===== config.mk =====
export PLATFORM = sky130hd
export DESIGN_NAME = ioicr_ram
export DESIGN_NICKNAME = d
export VERILOG_FILES = /design/src/rtl/ioicr_ram.sv
export SDC_FILE = /design/constraint.sdc
export NUM_CORES = 1
export LEC_CHECK = 0
export BUFFER_PORTS_ARGS = -buffer_cell sky130_fd_sc_hd__buf_2
export CORE_MARGIN = 5
export CORE_UTILIZATION = 56
export DETAILED_ROUTE_END_ITERATION = 6
export GPL_ROUTABILITY_DRIVEN = 0
export PLACE_DENSITY = 0.83
export SKIP_LAST_GASP = 1
export SLEW_MARGIN = 20
export SYNTH_ARGS = -nofsm -noshare
export SYNTH_HDL_FRONTEND = slang
export SYNTH_SLANG_ARGS = --single-unit

===== constraint.sdc =====
create_clock -name clk -period 3.1 [get_ports clk]
set_clock_uncertainty 0.2 [all_clocks]
set_input_delay 0.31 -clock clk [delete_from_list [all_inputs] [get_ports clk]]
set_output_delay 0.31 -clock clk [all_outputs]
set_load 0.005 [all_outputs]

===== src/rtl/ioicr_ram.sv =====
// ----------------------------------------------------------------------------
// ioicr_ram
// Generic single-write, single-read RAM with registered read data.
// ----------------------------------------------------------------------------
`default_nettype none

module ioicr_ram #(
  parameter int unsigned WIDTH = 32,
  parameter int unsigned DEPTH = 24,
  localparam int unsigned AW   = (DEPTH > 1) ? $clog2(DEPTH) : 1
) (
  input  wire logic             clk,
  input  wire logic             wr_en,
  input  wire logic [AW-1:0]    wr_addr,
  input  wire logic [WIDTH-1:0] wr_data,
  input  wire logic             rd_en,
  input  wire logic [AW-1:0]    rd_addr,
  output      logic [WIDTH-1:0] rd_data
);

  logic [WIDTH-1:0] mem [DEPTH];

  always_ff @(posedge clk) begin
    if (wr_en) begin
      mem[wr_addr] <= wr_data;
    end
    if (rd_en) begin
      rd_data <= mem[rd_addr];
    end
  end

endmodule

`default_nettype wire


======== After elaboration in Yosys (flattened, before gate mapping) ========
Memory sizes are Yosys's and may differ from the RTL's. A register that Yosys moved wholly into a read port is not among the register bits.
Index checks and enable logic that the tools add are counted.
Widths: inputs -> output; s select.
operators by class
  mux-type cells .......................... 2
operators with widths
  kind    number
  $mux 1  2
word-level totals
  bits in writable memories ............... 768
  memories kept ........................... 1
  flip-flop bits (word level) ............. 0
memory list
  memory  depth  bits a word  read ports  clocked after Yosys merged registers in  write ports  RTL line  text
  mem     24     32           1           1                                        1            21        logic [WIDTH-1:0] mem [DEPTH];

======== Longest topological paths before layout ========
Gate-level depths: netlist of the first run.
  depth after elaboration ................. 2
  depth in mapped cells ................... 7

======== Least setup slack after synthesis of the first run ========
Ideal clock, no wire load.
  kind .................................... input to register
  start point ............................. in wr_addr[1]
  end point ............................... mem mem[20][0] (enable)
  setup slack ............................. 0.184 ns
  library setup time ...................... 0.421 ns
  cell stages on the path ................. 3
  path buffers ............................ 1
  required time ........................... 2.479 ns
  arrival time ............................ 2.295 ns
  cells stage by stage .................... or3b_2 -> clkbuf_1 -> nor2_1
RTL lines
  item         RTL line  text
  from (decl)  14        input wire logic [AW-1:0] wr_addr,
  to (decl)    21
Straight into the memory's write port.

==> results of run 1 <==
## cell usage after synthesis, types with 4 or more instances
master | count | area share (%)
sky130_fd_sc_hd__a221oi_1 | 12 | 0.34
sky130_fd_sc_hd__a22oi_1 | 72 | 1.8
sky130_fd_sc_hd__buf_1 | 6 | 0.074
sky130_fd_sc_hd__buf_2 | 18 | 0.29
sky130_fd_sc_hd__buf_4 | 13 | 0.32
sky130_fd_sc_hd__buf_6 | 9 | 0.33
sky130_fd_sc_hd__clkbuf_1 | 37 | 0.45
sky130_fd_sc_hd__edfxtp_1 | 800 | 78
sky130_fd_sc_hd__mux2_2 | 32 | 1.2
sky130_fd_sc_hd__mux2i_1 | 232 | 7.6
sky130_fd_sc_hd__mux4_2 | 76 | 5.6
sky130_fd_sc_hd__nand2_1 | 98 | 1.2
sky130_fd_sc_hd__nand3_1 | 53 | 0.87
sky130_fd_sc_hd__nand3b_1 | 4 | 0.098
sky130_fd_sc_hd__nand4_1 | 32 | 0.65
sky130_fd_sc_hd__nor2_1 | 27 | 0.33
sky130_fd_sc_hd__o21ai_0 | 12 | 0.20
## per-stage QoR
stage | cells | total power [mW] | setup WS [ps] | hold WS [ps]
2_1_floorplan | 1543 | 12.9 | 184 | 209
6_report | 2466 | 22.1 | 1140 | 107
5_1_grt | 2466 | 22.7 | 1040 | 112
3_3_place_gp | 2301 | 13.4 | 663 | 469
3_5_place_dp | 2301 | 13.4 | 579 | 480
4_1_cts | 2465 | 22.1 | 1180 | 77.1
## registers in the layout, indices dropped and copies added (netlist names)
register,cells
mem,768
rd_data,32
## routing by layer
layer	vias to the layer above	GRT usage, %	routed length, um
met5	-	0	0
met4	0	8.76	2200
met3	147	5.24	8440
met2	1129	39.4	36000
met1	8001	32.6	25800
li1	6604	-	-
## worst min path at each step
stage	slack, ps	from	to
final	110	rd_addr[4]	rd_data[0]
after global routing	110	rd_addr[4]	rd_data[0]
after CTS	80	rd_addr[4]	rd_data[0]
after detailed placement	480	mem[6][27]	rd_data[27]
after global placement	470	mem[6][12]	rd_data[12]
after floorplan	210	wr_data[0]	mem[0][0]
## power by group through the flow
stage,combinational [mW],clock (mW),sequential [mW]
global route,1.20,9.37,12.1
CTS,1.12,8.89,12.1
global placement,1.03,0,12.3
detailed placement,1.07,0,12.4
floorplan,0.596,0,12.3
finish,1.13,8.80,12.1
## cell type report
type | instances | area (um2)
Sequential cell | 800 | 24000
Fill cell | 3318 | 19000
Multi-Input combinational cell | 659 | 6340
Clock buffer | 91 | 1980
Timing Repair Buffer | 177 | 1510
Tap cell | 696 | 871
Clock inverter | 41 | 344
Inverter | 1 | 3.75
Antenna cell | 1 | 2.50
## worst min-delay path: cells and delay by family
family | cells | cell delay (ps)
buffers and inverters | 1 | 250
AND/OR/NAND/NOR | 2 | 180
## what timing repair did
item / 4_1_cts / 5_1_grt
hold endpoints to repair: 768 / 0
hold buffers: 32 / 0
endpoints found under the setup margin: 0 / 0
## cell families after synthesis
logic type,Yosys count,synth area share [%]
flops,800,78.5
buf+inv,84,1.48
simple gates,223,3.35
mux,340,14.4
compound gates,96,2.31
==> impl_metrics.xml, run 1 <==
<?xml version="1.0" encoding="UTF-8"?>
<metrics>
  <group name="worst_setup_path">
    <metric name="critPathLaunchType" unit="">input port</metric>
    <metric name="cpMaxStageDelayCell" unit="">sky130_fd_sc_hd__buf_4</metric>
    <metric name="cp_max_fo" unit="">37</metric>
    <metric name="setup.worst_path.class" unit="">input port to flip-flop</metric>
    <metric name="cp-endpoint" unit="">rd_data[8]</metric>
    <metric name="path_cells" unit="">buf_4 -&gt; nor2b_4 -&gt; buf_4 -&gt; a221oi_1 -&gt; o21ai_0 -&gt; nand3_1</metric>
    <metric name="worst_r2r_startpoint" unit="">mem[23][28]</metric>
    <metric name="crit_path_end_kind" unit="">flip-flop</metric>
    <metric name="critical-path-top-cell-by-count" unit="">sky130_fd_sc_hd__buf_4</metric>
    <metric name="data_required_time_at_the_worst_endpoint" unit="ps">3240</metric>
    <metric name="reg2reg_to" unit="">rd_data[28]</metric>
    <metric name="worstRegToRegCells" unit="">4</metric>
    <metric name="worst-r2r-setup-slack" unit="ps">1200</metric>
    <metric name="crit_family" unit="">buffers and inverters</metric>
    <metric name="crit_path_max_incr_delay" unit="ps">540</metric>
    <metric name="critical_path_cell_count" unit="">6</metric>
    <metric name="crit_startpoint" unit="">rd_addr[2]</metric>
    <metric name="critical_path.n_buffers_inverters" unit="">2</metric>
    <metric name="crit_arrival" unit="ps">2100</metric>
  </group>
  <group name="finish">
    <metric name="layout_common_cells" unit="">800 x sky130_fd_sc_hd__edfxtp_1, 232 x sky130_fd_sc_hd__mux2i_1, 98 x sky130_fd_sc_hd__nand2_1, 77 x sky130_fd_sc_hd__clkbuf_16, 76 x sky130_fd_sc_hd__mux4_2</metric>
    <metric name="layout.cells.most_common" unit="">sky130_fd_sc_hd__edfxtp_1</metric>
    <metric name="syn_to_final_growth" unit="%">14.6</metric>
    <metric name="post-route-util" unit="%">64.9</metric>
    <metric name="finalNetCount" unit="">1757</metric>
    <metric name="design_area" unit="um2">35100</metric>
    <metric name="drive_gt1_share" unit="%">21.8</metric>
  </group>
  <group name="power_and_ir_drop">
    <metric name="leakage_component_of_the_power" unit="nW">11.8</metric>
    <metric name="power_switching" unit="mW">4.52</metric>
    <metric name="intPower" unit="mW">17.5</metric>
    <metric name="worst_ir_drop_vdd" unit="mV">0.479</metric>
    <metric name="p_per_area" unit="nW/um2">629</metric>
    <metric name="comb_power_share" unit="%">5.1</metric>
    <metric name="pwr-share-seq" unit="%">55.0</metric>
    <metric name="sw_frac_of_total" unit="%">20.5</metric>
    <metric name="clockPowerShare" unit="%">39.9</metric>
  </group>
  <group name="die">
    <metric name="die_x" unit="um">244</metric>
    <metric name="die_height" unit="um">244</metric>
    <metric name="rows" unit="">85</metric>
    <metric name="die-area" unit="um2">59400</metric>
    <metric name="num_io_pins" unit="">77</metric>
    <metric name="core" unit="um2">54000</metric>
    <metric name="initial_utilization" unit="%">56.6</metric>
  </group>
  <group name="detailed_routing">
    <metric name="routed-via-count" unit="">15900</metric>
    <metric name="final_antenna_net_count" unit="">0</metric>
    <metric name="first_iter_violations" unit="">2095</metric>
    <metric name="post_drt_wl_per_cell" unit="um">29.4</metric>
    <metric name="remaining_drc_errors" unit="">0</metric>
    <metric name="route.detailed.vias_per_inst" unit="">6.44</metric>
    <metric name="totalWireLength" unit="um">72500</metric>
    <metric name="first_pass_iters" unit="">5</metric>
  </group>
  <group name="timing">
    <metric name="relSlewSlack" unit="%">51.0</metric>
    <metric name="timing.fmax" unit="MHz">510</metric>
    <metric name="post-route-period-util" unit="%">63.3</metric>
    <metric name="unrepaired_setup_endpoints_after_global_routing" unit="">false</metric>
    <metric name="maxSlewViolCount" unit="">0</metric>
    <metric name="setup_violations" unit="">0</metric>
    <metric name="totalNegativeSetupSlack" unit="ps">0</metric>
    <metric name="finalCriticalPeriod" unit="ps">1960</metric>
    <metric name="hold_viol" unit="">0</metric>
    <metric name="worst-slew-pin-transition" unit="ps">735</metric>
  </group>
  <group name="yosys">
    <metric name="ys_async_sr_fraction" unit="%">0</metric>
    <metric name="yosysWarningCount" unit="">0</metric>
    <metric name="ys_ff_latch" unit="">800</metric>
    <metric name="synthCells" unit="">1543</metric>
    <metric name="syn-num-nets" unit="">1588</metric>
    <metric name="synth.avg_cell_area" unit="um2">19.8</metric>
    <metric name="postSynth.topFlopCell" unit="">sky130_fd_sc_hd__edfxtp_1</metric>
    <metric name="synth.yosys.seq_area_share" unit="%">78.5</metric>
    <metric name="netlist_area" unit="um2">30600</metric>
    <metric name="synth.lib_cells_used.distinct" unit="">24</metric>
    <metric name="synth_enable_flop_cells" unit="">800</metric>
  </group>
  <group name="placement">
    <metric name="placement.cell_area" unit="um2">32400</metric>
    <metric name="detailed_place_hpwl" unit="um">36100</metric>
    <metric name="port-buffer-count" unit="">76</metric>
  </group>
  <group name="grt">
    <metric name="first_global_vias" unit="">16500</metric>
    <metric name="antenna_found_initial" unit="">1</metric>
    <metric name="grt_max_degree" unit="">65</metric>
    <metric name="wire_length_of_the_first_global_routing_pass" unit="um">106000</metric>
    <metric name="overflow" unit="">0</metric>
    <metric name="groute.usage.overall" unit="%">24.1</metric>
  </group>
  <group name="cts">
    <metric name="clock_tree.root_cell" unit="">sky130_fd_sc_hd__clkbuf_16</metric>
    <metric name="clock_tree.buffer_depth" unit="">3</metric>
    <metric name="cts.sinks" unit="">800</metric>
    <metric name="worst_skew_pair.late_latency" unit="ps">610</metric>
    <metric name="cts-buffers-inserted" unit="">73</metric>
    <metric name="postCtsSetupBuffers" unit="">0</metric>
    <metric name="tritoncts_clock_tree" unit="">built</metric>
    <metric name="path_clk_slew" unit="ps">60</metric>
    <metric name="clock_tree.htree_level_count" unit="">3</metric>
    <metric name="post_cts.resized_instances" unit="">0</metric>
  </group>
  <group name="worst_hold_path">
    <metric name="min_path_type" unit="">input port to flip-flop</metric>
    <metric name="hold_depth" unit="">3</metric>
  </group>
  <group name="flow_run">
    <metric name="max_cap_viol_count" unit="">0</metric>
  </group>
  <group name="run_status">
    <metric name="status" unit="">finished clean</metric>
  </group>
</metrics>
(Power assumes the default switching activity.)
==> run 2: changes to the inputs <==
CORE_UTILIZATION = 62   (was 56)
PLACE_DENSITY = 0.87   (was 0.83)
clock period = 1.9 ns   (was 3.1 ns; I/O delays follow)
==> run 2 against run 1 <==
Net effect: hold slack gained 12 ps; sequential power grew 64%; flip-flop and latch count is the same; routed wire length rose by 9.6%; total power up 66%; register-to-register slack lost 1100 ps; setup slack worse by 1100 ps; die area is 9.3% lower; clock power rose by 69%; global-route usage grew 5.7 points; first-iteration DRC count is 12% higher; largest power group unchanged.
==> impl_metrics.xml, run 2 (synthesis gave the netlist of run 1 again) <==
<?xml version="1.0" encoding="UTF-8"?>
<metrics>
  <group name="timing">
    <metric name="unrepaired_setup_endpoints_after_global_routing" unit="">false</metric>
    <metric name="hold_viol" unit="">0</metric>
    <metric name="maxSlewViolCount" unit="">0</metric>
    <metric name="post-route-period-util" unit="%">96.4</metric>
    <metric name="setup_violations" unit="">0</metric>
    <metric name="relSlewSlack" unit="%">57.4</metric>
    <metric name="finalCriticalPeriod" unit="ps">1830</metric>
    <metric name="totalNegativeSetupSlack" unit="ps">0</metric>
    <metric name="worst-slew-pin-transition" unit="ps">639</metric>
    <metric name="timing.fmax" unit="MHz">546</metric>
  </group>
  <group name="grt">
    <metric name="overflow" unit="">0</metric>
    <metric name="wire_length_of_the_first_global_routing_pass" unit="um">115000</metric>
    <metric name="grt_max_degree" unit="">36</metric>
    <metric name="antenna_found_initial" unit="">2</metric>
    <metric name="first_global_vias" unit="">17600</metric>
    <metric name="groute.usage.overall" unit="%">29.8</metric>
  </group>
  <group name="die">
    <metric name="rows" unit="">81</metric>
    <metric name="die-area" unit="um2">53900</metric>
    <metric name="die_height" unit="um">232</metric>
    <metric name="initial_utilization" unit="%">62.6</metric>
    <metric name="num_io_pins" unit="">77</metric>
    <metric name="core" unit="um2">48800</metric>
    <metric name="die_x" unit="um">232</metric>
  </group>
  <group name="finish">
    <metric name="largest_reg_flops" unit="">768</metric>
    <metric name="finish.cell_count_without_fillers" unit="">2490</metric>
    <metric name="fillers" unit="">2559</metric>
    <metric name="syn_to_final_growth" unit="%">17.5</metric>
    <metric name="design_area" unit="um2">36000</metric>
    <metric name="layout_common_cells" unit="">800 x sky130_fd_sc_hd__edfxtp_1, 232 x sky130_fd_sc_hd__mux2i_1, 98 x sky130_fd_sc_hd__nand2_1, 76 x sky130_fd_sc_hd__mux4_2, 76 x sky130_fd_sc_hd__clkbuf_16</metric>
    <metric name="drive_gt1_share" unit="%">24.5</metric>
    <metric name="largestRegisters" unit="">mem x768, rd_data x32</metric>
    <metric name="largest-register" unit="">mem</metric>
    <metric name="finalNetCount" unit="">1813</metric>
    <metric name="layout.cells.most_common" unit="">sky130_fd_sc_hd__edfxtp_1</metric>
  </group>
  <group name="detailed_routing">
    <metric name="first_iter_violations" unit="">2338</metric>
    <metric name="totalWireLength" unit="um">79500</metric>
    <metric name="remaining_drc_errors" unit="">0</metric>
    <metric name="final_antenna_net_count" unit="">0</metric>
    <metric name="first_pass_iters" unit="">5</metric>
    <metric name="routed-via-count" unit="">16800</metric>
    <metric name="post_drt_wl_per_cell" unit="um">31.9</metric>
    <metric name="route.detailed.vias_per_inst" unit="">6.73</metric>
  </group>
  <group name="worst_setup_path">
    <metric name="data_required_time_at_the_worst_endpoint" unit="ps">2060</metric>
    <metric name="critPathLaunchType" unit="">flip-flop</metric>
    <metric name="setup.worst_path.class" unit="">flip-flop to flip-flop</metric>
    <metric name="crit_path_end_kind" unit="">flip-flop</metric>
    <metric name="cp_max_fo" unit="">1</metric>
    <metric name="crit_arrival" unit="ps">1990</metric>
  </group>
  <group name="cts">
    <metric name="worst_skew_pair.late_latency" unit="ps">630</metric>
    <metric name="clock_tree.root_cell" unit="">sky130_fd_sc_hd__clkbuf_16</metric>
    <metric name="tritoncts_clock_tree" unit="">built</metric>
    <metric name="post_cts.resized_instances" unit="">0</metric>
    <metric name="postCtsSetupBuffers" unit="">0</metric>
    <metric name="cts_hold_repair.buffers" unit="">34</metric>
    <metric name="clock_tree.buffer_depth" unit="">3</metric>
    <metric name="clock_tree.htree_level_count" unit="">3</metric>
    <metric name="path_clk_slew" unit="ps">80</metric>
    <metric name="cts.sinks" unit="">800</metric>
    <metric name="cts-buffers-inserted" unit="">74</metric>
  </group>
  <group name="worst_hold_path">
    <metric name="min_path_type" unit="">input port to flip-flop</metric>
  </group>
  <group name="run_status">
    <metric name="status" unit="">finished clean</metric>
  </group>
  <group name="flow_run">
    <metric name="max_cap_viol_count" unit="">0</metric>
  </group>
  <group name="placement">
    <metric name="detailed_place_hpwl" unit="um">41700</metric>
    <metric name="placedCellCount" unit="">2322</metric>
    <metric name="port-buffer-count" unit="">76</metric>
    <metric name="placement.cell_area" unit="um2">33200</metric>
  </group>
  <group name="power_and_ir_drop">
    <metric name="p_per_area" unit="nW/um2">1020</metric>
    <metric name="leakage_component_of_the_power" unit="nW">12.2</metric>
    <metric name="worst_ir_drop_vdd" unit="mV">0.898</metric>
  </group>
</metrics>
==> run 2: layout make-up <==
type | count | area [um2] | area share (%)
Clock buffer | 89 | 1950 | 5.42
Multi-Input combinational cell | 659 | 6340 | 17.6
Inverter | 1 | 3.75 | 0.0104
Tap cell | 664 | 831 | 2.31
Antenna cell | 1 | 2.50 | 0.00696
Sequential cell | 800 | 24000 | 66.8
Clock inverter | 44 | 448 | 1.25
Timing Repair Buffer | 232 | 2370 | 6.60
==> run 2: metal layers <==
| layer | up-vias | wire length [um] | global-route usage [%] | part of all wire, % |
|---|---|---|---|---|
| met3 | 268 | 9280 | 5.75 | 12 |
| met5 | - | 12 | 0 | 0.015 |
| met4 | 2 | 3640 | 12.0 | 4.6 |
| met2 | 1352 | 39800 | 50.0 | 50 |
| met1 | 8427 | 26700 | 39.0 | 34 |
| li1 | 6715 | - | - | - |
==> run 2: final timing paths <==
path / from / to / slack (ps) / cells past startpoint
worst min-delay path: rd_addr[3] / rd_data[1] / 120 / 5
worst max register to register: mem[21][13] / rd_data[13] / 70 / 4
worst max-delay path: mem[21][13] / rd_data[13] / 70 / 4
worst min register to register: mem[6][17] / rd_data[17] / 500 / 4
==> run 2: critical path: stages, from the launching register on <==
cell                       delay (ps)
sky130_fd_sc_hd__edfxtp_1         410
sky130_fd_sc_hd__mux4_2           490
sky130_fd_sc_hd__mux2_2           270
sky130_fd_sc_hd__nand2_1           80
sky130_fd_sc_hd__nand3_1          110
==> run 2: per-stage QoR <==
step                      hold slack [ps]  power, mW  worst slack [ps]  util, %
after floorplan                      88.9       21.1              -307        -
after global placement                404       21.9              -128     68.0
after detailed placement              397       22.0              -171     68.0
after CTS                            91.0       36.7              72.5     73.6
after global routing                  107       37.7              42.6     73.6
final                                 119       36.7              67.6     73.6
==> run 2: report_power, final <==
group | internal (mW) | switching [mW] | leakage [nW] | total, mW
logic | 0.804 | 1.21 | 3.80 | 2.01
registers | 19.7 | 0.0974 | 7.24 | 19.8
clock network | 8.36 | 6.51 | 1.17 | 14.9
total | 28.9 | 7.82 | 12.2 | 36.7
